$ cat config.mk
export PLATFORM = sky130hd
export DESIGN_NAME = joystick_deadzone_average_framer_flat
export DESIGN_NICKNAME = d
export VERILOG_FILES = /design/src/hdl/jdaf_pkg.sv /design/src/hdl/jdaf_if.sv /design/src/hdl/jdaf_cell.sv /design/src/hdl/jdaf_div.sv /design/src/hdl/jdaf_framer.sv /design/src/hdl/joystick_deadzone_average_framer.sv /design/src/flat_wrapper.sv
export SDC_FILE = /design/constraint.sdc
export NUM_CORES = 1
export LEC_CHECK = 0
export BUFFER_PORTS_ARGS = -buffer_cell sky130_fd_sc_hd__buf_4
export CAP_MARGIN = 20
export CELL_PAD_IN_SITES_DETAIL_PLACEMENT = 0
export CELL_PAD_IN_SITES_GLOBAL_PLACEMENT = 1
export CORE_ASPECT_RATIO = 1.4
export CORE_UTILIZATION = 35
export CTS_CLUSTER_SIZE = 28
export DETAILED_ROUTE_END_ITERATION = 8
export PLACE_DENSITY = 0.57
export SLEW_MARGIN = 20
export SYNTH_ARGS = -nofsm -noshare
export SYNTH_HDL_FRONTEND = slang
export SYNTH_SLANG_ARGS = --single-unit
export TNS_END_PERCENT = 5
$ cat constraint.sdc
create_clock -name clk_i -period 9.5 [get_ports clk_i]
set_clock_uncertainty 0.05 [all_clocks]
set_input_delay 0.95 -clock clk_i [delete_from_list [all_inputs] [get_ports clk_i]]
set_output_delay 0.95 -clock clk_i [all_outputs]
set_load 0.03 [all_outputs]
$ cat src/hdl/jdaf_pkg.sv
// ----------------------------------------------------------------------------
// jdaf_pkg
// shared constants, types and the sample scaling function of the joystick
// deadzone / moving-average framer
// ----------------------------------------------------------------------------
`timescale 1ns / 1ps

package jdaf_pkg;

  // field widths
  localparam int RAW_W    = 12;   // adc sample
  localparam int VAL_W    = 9;    // scaled value, signed -255..255
  localparam int BYTE_W   = 8;
  localparam int DZ_W     = 8;    // deadzone register
  localparam int SCALED_W = 21;   // sample * span

  // scaling constants
  localparam int SCALE_SPAN     = 510;
  localparam int ADC_FULL       = 4095;  // 2**RAW_W - 1
  localparam int SCALE_OFFSET   = 255;
  localparam int DEADZONE_RESET = 30;
  localparam logic [BYTE_W-1:0] TERMINATOR = 8'hFF;

  // parameter defaults
  localparam int WINDOW_LEN_DEF = 5;
  localparam int AXIS_COUNT_DEF = 2;

  // apb port
  localparam int PADDR_W = 3;
  localparam int PDATA_W = 32;
  localparam logic REG_DEADZONE = 1'b0;  // word index of the deadzone register

  // averaged value on its way from the divider to the framer
  typedef struct packed {
    logic                    axis;
    logic signed [VAL_W-1:0] avg;
  } avg_item_t;

  // floor(raw*510/4095) - 255, then deadzone; the divide by 2**12-1 is done as
  // a shift plus one correction since the remainder stays below twice 4095
  function automatic logic signed [VAL_W-1:0] scale_sample(
    input logic [RAW_W-1:0] raw,
    input logic [DZ_W-1:0]  dz
  );
    logic [SCALED_W-1:0]       prod;
    logic [VAL_W-1:0]          q0;
    logic [RAW_W:0]            rem;
    logic [VAL_W:0]            quot;
    logic signed [VAL_W:0]     v;
    logic [DZ_W-1:0]           mag;
    prod = SCALED_W'(raw) * SCALED_W'(SCALE_SPAN);
    q0   = prod[SCALED_W-1:RAW_W];
    rem  = (RAW_W+1)'(prod[RAW_W-1:0]) + (RAW_W+1)'(q0);
    quot = (VAL_W+1)'(q0) + (VAL_W+1)'(rem >= (RAW_W+1)'(ADC_FULL));
    v    = $signed(quot) - (VAL_W+1)'(SCALE_OFFSET);
    mag  = v[VAL_W] ? DZ_W'(-v) : DZ_W'(v);
    if (mag < dz) begin
      return '0;
    end
    return v[VAL_W-1:0];
  endfunction

endpackage

$ cat src/hdl/jdaf_if.sv
// ----------------------------------------------------------------------------
// jdaf channel interfaces
// valid/ready channels for the sample input and the frame byte output
// ----------------------------------------------------------------------------
`timescale 1ns / 1ps

interface jdaf_in_if;
  logic                       valid;
  logic                       ready;
  logic                       axis;
  logic [jdaf_pkg::RAW_W-1:0] sample;

  modport source (output valid, output axis, output sample, input ready);
  modport sink   (input valid, input axis, input sample, output ready);
endinterface

interface jdaf_out_if;
  logic                        valid;
  logic                        ready;
  logic [jdaf_pkg::BYTE_W-1:0] out_byte;
  logic                        frame_end;

  modport source (output valid, output out_byte, output frame_end, input ready);
  modport sink   (input valid, input out_byte, input frame_end, output ready);
endinterface

$ cat src/hdl/jdaf_cell.sv
// ----------------------------------------------------------------------------
// jdaf_cell
// one window position holding a value for every axis; on a push the entry of
// the selected axis takes the value of its upstream neighbor
// ----------------------------------------------------------------------------
`timescale 1ns / 1ps

module jdaf_cell #(
  parameter int AXIS_COUNT = jdaf_pkg::AXIS_COUNT_DEF,
  parameter int AXIS_IW    = 1
) (
  input  logic                                clk_i,
  input  logic                                rst_ni,
  input  logic                                push_i,
  input  logic [AXIS_IW-1:0]                  axis_i,
  input  logic signed [jdaf_pkg::VAL_W-1:0]   val_i,
  output logic signed [jdaf_pkg::VAL_W-1:0]   val_o
);
  import jdaf_pkg::*;

  logic signed [VAL_W-1:0] entry_q [AXIS_COUNT];

  always_ff @(posedge clk_i or negedge rst_ni) begin
    if (!rst_ni) begin
      for (int a = 0; a < AXIS_COUNT; a++) begin
        entry_q[a] <= '0;
      end
    end else if (push_i) begin
      entry_q[axis_i] <= val_i;
    end
  end

  assign val_o = entry_q[axis_i];

endmodule

$ cat src/hdl/jdaf_div.sv
// ----------------------------------------------------------------------------
// jdaf_div
// two-stage divide of the window sum by the window length, truncating toward
// zero: reciprocal multiply, then one remainder correction and sign restore
// ----------------------------------------------------------------------------
`timescale 1ns / 1ps

module jdaf_div #(
  parameter int WINDOW_LEN = jdaf_pkg::WINDOW_LEN_DEF
) (
  input  logic                                                   clk_i,
  input  logic                                                   rst_ni,
  input  logic                                                   in_valid_i,
  output logic                                                   in_ready_o,
  input  logic                                                   in_axis_i,
  input  logic signed [jdaf_pkg::VAL_W+$clog2(WINDOW_LEN)-1:0]   in_sum_i,
  output logic                                                   out_valid_o,
  input  logic                                                   out_ready_i,
  output jdaf_pkg::avg_item_t                                    out_item_o
);
  import jdaf_pkg::*;

  localparam int SUM_W = VAL_W + $clog2(WINDOW_LEN);
  localparam int AW    = SUM_W - 1;               // magnitude width
  localparam int PW    = 2 * AW;
  localparam logic [AW-1:0] RECIP = AW'((1 << AW) / WINDOW_LEN);

  // stage a: magnitude and underestimated quotient
  logic             a_valid_q;
  logic             a_axis_q, a_neg_q;
  logic [AW-1:0]    a_mag_q, a_q0_q;
  logic [AW-1:0]    mag;
  logic [PW-1:0]    prod;
  logic             a_ready;

  // stage b: corrected signed average
  logic             b_valid_q;
  avg_item_t        b_item_q;
  logic             b_ready;
  logic [AW-1:0]    rem;
  logic [AW-1:0]    quot;
  logic [VAL_W-1:0] quot_n;

  assign mag  = in_sum_i[SUM_W-1] ? AW'(-in_sum_i) : AW'(in_sum_i);
  assign prod = PW'(mag) * PW'(RECIP);

  assign b_ready    = !b_valid_q || out_ready_i;
  assign a_ready    = !a_valid_q || b_ready;
  assign in_ready_o = a_ready;

  always_ff @(posedge clk_i or negedge rst_ni) begin
    if (!rst_ni) begin
      a_valid_q <= 1'b0;
    end else if (a_ready) begin
      a_valid_q <= in_valid_i;
    end
  end

  always_ff @(posedge clk_i) begin
    if (a_ready && in_valid_i) begin
      a_axis_q <= in_axis_i;
      a_neg_q  <= in_sum_i[SUM_W-1];
      a_mag_q  <= mag;
      a_q0_q   <= prod[PW-1:AW];
    end
  end

  // quotient is low by at most one
  assign rem    = a_mag_q - AW'(a_q0_q * AW'(WINDOW_LEN));
  assign quot   = a_q0_q + AW'(rem >= AW'(WINDOW_LEN));
  assign quot_n = VAL_W'(quot);

  always_ff @(posedge clk_i or negedge rst_ni) begin
    if (!rst_ni) begin
      b_valid_q <= 1'b0;
    end else if (b_ready) begin
      b_valid_q <= a_valid_q;
    end
  end

  always_ff @(posedge clk_i) begin
    if (b_ready && a_valid_q) begin
      b_item_q.axis <= a_axis_q;
      b_item_q.avg  <= a_neg_q ? -$signed(quot_n) : $signed(quot_n);
    end
  end

  assign out_valid_o = b_valid_q;
  assign out_item_o  = b_item_q;

endmodule

$ cat src/hdl/jdaf_framer.sv
// ----------------------------------------------------------------------------
// jdaf_framer
// holds one averaged value and sends it as four bytes: axis, low, high, 0xff
// ----------------------------------------------------------------------------
`timescale 1ns / 1ps

module jdaf_framer (
  input  logic                clk_i,
  input  logic                rst_ni,
  input  logic                in_valid_i,
  output logic                in_ready_o,
  input  jdaf_pkg::avg_item_t in_item_i,
  jdaf_out_if.source          out_o
);
  import jdaf_pkg::*;

  localparam logic [1:0] BYTE_AXIS = 2'd0;
  localparam logic [1:0] BYTE_LOW  = 2'd1;
  localparam logic [1:0] BYTE_HIGH = 2'd2;
  localparam logic [1:0] BYTE_TERM = 2'd3;

  logic       full_q, full_d;
  logic [1:0] pos_q, pos_d;
  avg_item_t  item_q;
  logic       take_byte;
  logic       load;

  assign take_byte  = full_q && out_o.ready;
  assign in_ready_o = !full_q || (take_byte && (pos_q == BYTE_TERM));
  assign load       = in_ready_o && in_valid_i;

  always_comb begin
    full_d = full_q;
    pos_d  = pos_q;
    if (take_byte) begin
      pos_d = pos_q + 2'd1;
      if (pos_q == BYTE_TERM) begin
        full_d = 1'b0;
      end
    end
    if (load) begin
      full_d = 1'b1;
      pos_d  = BYTE_AXIS;
    end
  end

  always_ff @(posedge clk_i or negedge rst_ni) begin
    if (!rst_ni) begin
      full_q <= 1'b0;
      pos_q  <= BYTE_AXIS;
    end else begin
      full_q <= full_d;
      pos_q  <= pos_d;
    end
  end

  always_ff @(posedge clk_i) begin
    if (load) begin
      item_q <= in_item_i;
    end
  end

  always_comb begin
    out_o.frame_end = 1'b0;
    unique case (pos_q)
      BYTE_AXIS: out_o.out_byte = BYTE_W'(item_q.axis);
      BYTE_LOW:  out_o.out_byte = item_q.avg[BYTE_W-1:0];
      BYTE_HIGH: out_o.out_byte = {BYTE_W{item_q.avg[VAL_W-1]}};
      BYTE_TERM: begin
        out_o.out_byte  = TERMINATOR;
        out_o.frame_end = 1'b1;
      end
      default:   out_o.out_byte = '0;
    endcase
  end

  assign out_o.valid = full_q;

endmodule

$ cat src/hdl/joystick_deadzone_average_framer.sv
// ----------------------------------------------------------------------------
// joystick_deadzone_average_framer
// scales 12-bit joystick samples to -255..255, applies a deadzone, averages
// the last samples of each axis and sends the result as a four-byte frame
// ----------------------------------------------------------------------------
//  channel  dir  handshake        payload
//  in_i     in   valid / ready    axis (1), sample (12)
//  out_o    out  valid / ready    out_byte (8), frame_end (1)
//  apb      in   psel / penable   deadzone at byte address 0, 8 bits
//
//  an item is registered in the scale stage, the sum register (window push),
//  two divide stages and the framer before its first byte shows up; the
//  sustained rate is set by the four bytes a frame puts on the one-byte output
//  reset clears the windows, running sums and pipeline valids at once; the
//  deadzone returns to 30
//  a stall on out_o fills the pipeline stages one by one before in_i stalls
// ----------------------------------------------------------------------------
`timescale 1ns / 1ps

module joystick_deadzone_average_framer #(
  parameter int WINDOW_LEN = jdaf_pkg::WINDOW_LEN_DEF,
  parameter int AXIS_COUNT = jdaf_pkg::AXIS_COUNT_DEF
) (
  input  logic                           clk_i,
  input  logic                           rst_ni,
  jdaf_in_if.sink                        in_i,
  jdaf_out_if.source                     out_o,
  input  logic                           psel,
  input  logic                           penable,
  input  logic                           pwrite,
  input  logic [jdaf_pkg::PADDR_W-1:0]   paddr,
  input  logic [jdaf_pkg::PDATA_W-1:0]   pwdata,
  output logic [jdaf_pkg::PDATA_W-1:0]   prdata,
  output logic                           pready
);
  import jdaf_pkg::*;

  localparam int SUM_W   = VAL_W + $clog2(WINDOW_LEN);
  localparam int AXIS_IW = (AXIS_COUNT > 1) ? $clog2(AXIS_COUNT) : 1;

  // ---------------- configuration ----------------
  logic [DZ_W-1:0] deadzone_q;
  logic            reg_sel;

  // word index taken from the address; low byte-lane bits are don't care
  assign reg_sel = (paddr[2] == REG_DEADZONE);
  assign pready  = 1'b1;
  assign prdata  = reg_sel ? PDATA_W'(deadzone_q) : '0;

  always_ff @(posedge clk_i or negedge rst_ni) begin
    if (!rst_ni) begin
      deadzone_q <= DZ_W'(DEADZONE_RESET);
    end else if (psel && penable && pwrite && reg_sel) begin
      deadzone_q <= pwdata[DZ_W-1:0];
    end
  end

  // ---------------- stage 1: scaled, deadzoned value ----------------
  logic                    s1_valid_q;
  logic [AXIS_IW-1:0]      s1_axis_q;
  logic signed [VAL_W-1:0] s1_val_q;
  logic                    s1_adv;
  logic                    axis_ok;

  // samples for an axis beyond the configured count are taken and dropped
  assign axis_ok  = (32'(in_i.axis) < AXIS_COUNT);
  assign in_i.ready = !s1_valid_q || s1_adv;

  always_ff @(posedge clk_i or negedge rst_ni) begin
    if (!rst_ni) begin
      s1_valid_q <= 1'b0;
    end else if (in_i.ready) begin
      s1_valid_q <= in_i.valid && axis_ok;
    end
  end

  always_ff @(posedge clk_i) begin
    if (in_i.ready && in_i.valid) begin
      s1_axis_q <= AXIS_IW'(in_i.axis);
      s1_val_q  <= scale_sample(in_i.sample, deadzone_q);
    end
  end

  // ---------------- window: chain of cells ----------------
  // tap[k] is the value held by cell k for the current axis; cell 0 is the
  // oldest and drops out on a push, the new value enters at the far end
  logic signed [VAL_W-1:0] tap [WINDOW_LEN+1];

  assign tap[WINDOW_LEN] = s1_val_q;

  for (genvar k = 0; k < WINDOW_LEN; k++) begin : g_cell
    jdaf_cell #(
      .AXIS_COUNT (AXIS_COUNT),
      .AXIS_IW    (AXIS_IW)
    ) u_cell (
      .clk_i  (clk_i),
      .rst_ni (rst_ni),
      .push_i (s1_adv),
      .axis_i (s1_axis_q),
      .val_i  (tap[k+1]),
      .val_o  (tap[k])
    );
  end

  // running sum per axis, kept equal to the sum of that axis's window
  logic signed [SUM_W-1:0] sum_q [AXIS_COUNT];
  logic signed [SUM_W-1:0] sum_new;

  assign sum_new = sum_q[s1_axis_q] + SUM_W'(s1_val_q) - SUM_W'(tap[0]);

  always_ff @(posedge clk_i or negedge rst_ni) begin
    if (!rst_ni) begin
      for (int a = 0; a < AXIS_COUNT; a++) begin
        sum_q[a] <= '0;
      end
    end else if (s1_adv) begin
      sum_q[s1_axis_q] <= sum_new;
    end
  end

  // ---------------- stage 2: sum register toward the divider ----------------
  logic                    s2_valid_q;
  logic                    s2_axis_q;
  logic signed [SUM_W-1:0] s2_sum_q;
  logic                    s2_ready;
  logic                    div_in_ready;

  assign s2_ready = !s2_valid_q || div_in_ready;
  assign s1_adv   = s1_valid_q && s2_ready;

  always_ff @(posedge clk_i or negedge rst_ni) begin
    if (!rst_ni) begin
      s2_valid_q <= 1'b0;
    end else if (s2_ready) begin
      s2_valid_q <= s1_valid_q;
    end
  end

  always_ff @(posedge clk_i) begin
    if (s1_adv) begin
      s2_axis_q <= s1_axis_q[0];
      s2_sum_q  <= sum_new;
    end
  end

  // ---------------- divide by window length ----------------
  logic      div_valid;
  logic      div_ready;
  avg_item_t div_item;

  jdaf_div #(
    .WINDOW_LEN (WINDOW_LEN)
  ) u_div (
    .clk_i       (clk_i),
    .rst_ni      (rst_ni),
    .in_valid_i  (s2_valid_q),
    .in_ready_o  (div_in_ready),
    .in_axis_i   (s2_axis_q),
    .in_sum_i    (s2_sum_q),
    .out_valid_o (div_valid),
    .out_ready_i (div_ready),
    .out_item_o  (div_item)
  );

  // ---------------- byte framer ----------------
  jdaf_framer u_framer (
    .clk_i      (clk_i),
    .rst_ni     (rst_ni),
    .in_valid_i (div_valid),
    .in_ready_o (div_ready),
    .in_item_i  (div_item),
    .out_o      (out_o)
  );

endmodule

$ cat src/flat_wrapper.sv
// flat-port wrapper written by rule: the top's interface ports become plain ports
module joystick_deadzone_average_framer_flat import jdaf_pkg::*;
#(
  parameter int WINDOW_LEN = jdaf_pkg::WINDOW_LEN_DEF,
  parameter int AXIS_COUNT = jdaf_pkg::AXIS_COUNT_DEF
)
  (clk_i, rst_ni, psel, penable, pwrite, paddr, pwdata, prdata, pready, in_i_valid, in_i_axis, in_i_sample, in_i_ready, out_o_valid, out_o_out_byte, out_o_frame_end, out_o_ready);
  jdaf_in_if in_i_i ();
  jdaf_out_if out_o_i ();
  input  logic clk_i;
  input  logic rst_ni;
  input  logic psel;
  input  logic penable;
  input  logic pwrite;
  input  logic [jdaf_pkg::PADDR_W-1:0] paddr;
  input  logic [jdaf_pkg::PDATA_W-1:0] pwdata;
  output logic [jdaf_pkg::PDATA_W-1:0] prdata;
  output logic pready;
  input wire logic [$bits(in_i_i.valid)-1:0] in_i_valid;
  input wire logic [$bits(in_i_i.axis)-1:0] in_i_axis;
  input wire logic [$bits(in_i_i.sample)-1:0] in_i_sample;
  output wire logic [$bits(in_i_i.ready)-1:0] in_i_ready;
  output wire logic [$bits(out_o_i.valid)-1:0] out_o_valid;
  output wire logic [$bits(out_o_i.out_byte)-1:0] out_o_out_byte;
  output wire logic [$bits(out_o_i.frame_end)-1:0] out_o_frame_end;
  input wire logic [$bits(out_o_i.ready)-1:0] out_o_ready;
  assign in_i_i.valid = in_i_valid;
  assign in_i_i.axis = in_i_axis;
  assign in_i_i.sample = in_i_sample;
  assign in_i_ready = in_i_i.ready;
  assign out_o_valid = out_o_i.valid;
  assign out_o_out_byte = out_o_i.out_byte;
  assign out_o_frame_end = out_o_i.frame_end;
  assign out_o_i.ready = out_o_ready;
  joystick_deadzone_average_framer #(.WINDOW_LEN(WINDOW_LEN), .AXIS_COUNT(AXIS_COUNT)) u_core (.clk_i(clk_i), .rst_ni(rst_ni), .in_i(in_i_i), .out_o(out_o_i), .psel(psel), .penable(penable), .pwrite(pwrite), .paddr(paddr), .pwdata(pwdata), .prdata(prdata), .pready(pready));
endmodule
==> impl_metrics.ini <==
[drt]
antenna_left = 0
drt-total-wl_um = 28750
wl_per_cell_um = 13.96
dr.pass1.iters = 4
vias_per_cell = 4.586
drtIter0Drc = 257
drc_errors = 0
num_vias = 9442

[placement]
gp_congestion = 0.8158
io_buffers = 47
dpl_worst_slack_ns = -0.4921
dp_hpwl_um = 22790

[clocking]
clock_sinks = 194
htreeDepth = 4
hold_buffers = 0
path_clk_slew_ns = 0.08
cts_root_buf = clkbuf_16
clock_path_buffers = 2
cts_tree = done
clkLatencyLatePin_ns = 0.45
cts_buffers = 17

[floorplanning]
die_w_um = 172.4
dieHeight_um = 240.6
rows = 87
initial_core_util = 0.3543
dieArea_sq_um = 41480
core_area_sq_um = 40170
pin_count = 99

[worst_setup_path]
crit_path_end_kind = flop
cp_data_arrival_time_ns = 9.24
slowest_stage = fa_1
worstPathRequired_ns = 9.64
cp_slowest_stage_delay_ns = 0.55
worstSetupStartpointType = input port
cp_max_fo = 4
path_common_cell = inv_1
critical_path_class = input port to flop

[cells_and_area]
drive_above_1_share = 0.1928
layout.cells.most_common_list = 207 x inv_1, 201 x nand2_1, 144 x buf_4
area_growth_pct = 16.70
antennaDiodeCount = 0
fin_nets = 1799
final_common_cell = inv_1
final_util = 0.4135

[synthesis]
seq_area_frac_synth = 0.3643
syn_avg_cell_area_sq_um = 10.32
synth_cell_type_count = 75
ys_seq_elements = 194
synthFlopType = dfrtp_1
synthArstFlopShare = 0.6649
syn_inst = 1379
ys_warn_count = 0
synth_area_sq_um = 14230
synth_edf_count = 65

[global_routing]
grtUsageTotal = 0.1488
grt_pass1_wl_um = 47800
antenna_found_initial = 0
grt_max_degree = 72
grt_pass1_vias = 9814
grt_overflow = 0

[sta]
setup_viol = 0
layout_min_cycle_time_ns = 9.097
maxClockFrequency_mhz = 109.9
period_share = 0.9576
relSlewSlack = 0.3488
hold_viol = 0
max_slew.worst_pin.slew_ns = 0.9768
layout_setup_ws_ns = 0.4033
slew_violations = 0

[run_status]
status = complete, no violations

[min_path]
min_path_type = flop to flop

[flow_run]
maxCapViolCount = 0
## layer usage
layer,GRT usage,share of wire,vias to the layer above
li1,-,-,4756
met1,0.1573,0.40,4607
met2,0.2968,0.57,58
met3,0.01820,0.012,21
met4,0.04934,0.015,0
met5,0,0,-
## cell type report
cell class              instances  area [sq um]
fillers                      3936         23560
multi-input cells             947          8243
flip-flops and latches        194          5185
repair buffers                145          1092
inverters                     207         777.0
well taps                     534         668.1
clock buffers                  17         425.4
clock inverters                15         217.7
## worst max-delay path: cells and delay by family
| kind | cells | cell delay (ns) |
|---|---|---|
| xor+xnor | 1 | 0.15 |
| buf+inv | 10 | 0.93 |
| mux | 1 | 0.27 |
| compound gates | 16 | 2.74 |
| fa+ha+maj | 10 | 3.69 |
| simple gates | 6 | 0.49 |
## cell families after synthesis
group	count (synthesis)	share of synthesized area
AOI/OAI and AO/OA	169	0.08010
xor gates and xnor gates	82	0.05231
adders and majority gates	232	0.2509
buffers and inverters	262	0.07631
DFF	194	0.3643
muxes	81	0.06286
other	2	0.0005277
and+or+nand+nor	357	0.1126
## worst paths after layout
check / startpoint / end / slack [ns] / cells after the start
max reg2reg: u_core.s2_sum_q[0]$_DFFE_PP_ / u_core.u_div.a_q0_q[8]$_DFFE_PP_ / 3.23 / 22
max in group asynchronous: rst_ni / u_core.g_cell[3].u_cell.entry_q[0]$_DFFE_PN0P_ / 7.63 / 2
max: in_i_sample[5] / u_core.s1_val_q[6]$_SDFFCE_PN0P_ / 0.40 / 44
min reg2reg: u_core.u_div.out_item_o[5]$_DFFE_PP_ / u_core.u_framer.item_q[5]$_DFFE_PP_ / 0.37 / 0
min in group asynchronous: rst_ni / u_core.g_cell[0].u_cell.entry_q[17]$_DFFE_PN0P_ / 0.42 / 1
min: u_core.u_div.out_item_o[5]$_DFFE_PP_ / u_core.u_framer.item_q[5]$_DFFE_PP_ / 0.37 / 0
## cells in the mapped netlist, types with 3 or more instances
cell / instances / area (sq um)
buf_4: 25 / 187.7
ha_1: 143 / 1789
a2bb2oi_1: 3 / 26.28
nand3_1: 16 / 80.08
nand2b_1: 18 / 112.6
nor2b_1: 12 / 75.07
fa_1: 89 / 1782
o21a_1: 11 / 82.58
mux2i_1: 14 / 140.1
dfrtp_1: 125 / 3128
or3_1: 4 / 25.02
a21oi_1: 42 / 210.2
mux2_2: 66 / 743.2
o21bai_1: 5 / 37.54
xor2_1: 24 / 210.2
clkbuf_1: 28 / 105.1
a21o_1: 11 / 82.58
o31ai_1: 6 / 45.04
inv_1: 207 / 777.0
xnor2_1: 56 / 490.5
nor3_1: 15 / 75.07
a31oi_1: 5 / 31.28
nor3b_1: 3 / 22.52
o21ai_0: 48 / 240.2
dfstp_2: 4 / 105.1
edfxtp_1: 65 / 1952
and2_1: 6 / 37.54
a21boi_0: 3 / 22.52
and3_1: 7 / 43.79
or2_2: 6 / 37.54
nor2_1: 48 / 180.2
a211oi_1: 4 / 30.03
nand4_1: 9 / 56.30
nand2_1: 202 / 758.2
## through the flow
step,instance area (sq um),hold WS (ns),TNS [ns],cells
2_1_floorplan,14330,0.3503,0,1402
3_3_place_gp,15760,0.3546,-3.879,2022
3_5_place_dp,15760,0.3556,-4.224,2022
4_1_cts,16410,0.3734,0,2055
5_1_grt,16610,0.3765,-0.01867,2059
6_report,16610,0.3739,0,2059
## repair_timing
item | CTS | global route
endpoints found under the hold margin | 0 | 0
pin swaps | 1 | 16
endpoints found under the setup margin | 9 | 9
cloned | 1 | 0
setup buffers | 0 | 4
gates resized for setup | 0 | 29
## state kept, by name, indices dropped and copies added (netlist names), 9 cells and up
name,count
u_core.s1_val_q,9
u_core.sum_q,24
u_core.s2_sum_q,12
u_core.u_framer.item_q,10
u_core.u_div.out_item_o,10
u_core.g_cell.u_cell.entry_q,90
u_core.u_div.a_q0_q,9
u_core.u_div.a_mag_q,11
Power is left out: the tool's default activity adds up to more than one toggle a clock period on the data nets, which glitch-free logic cannot reach.
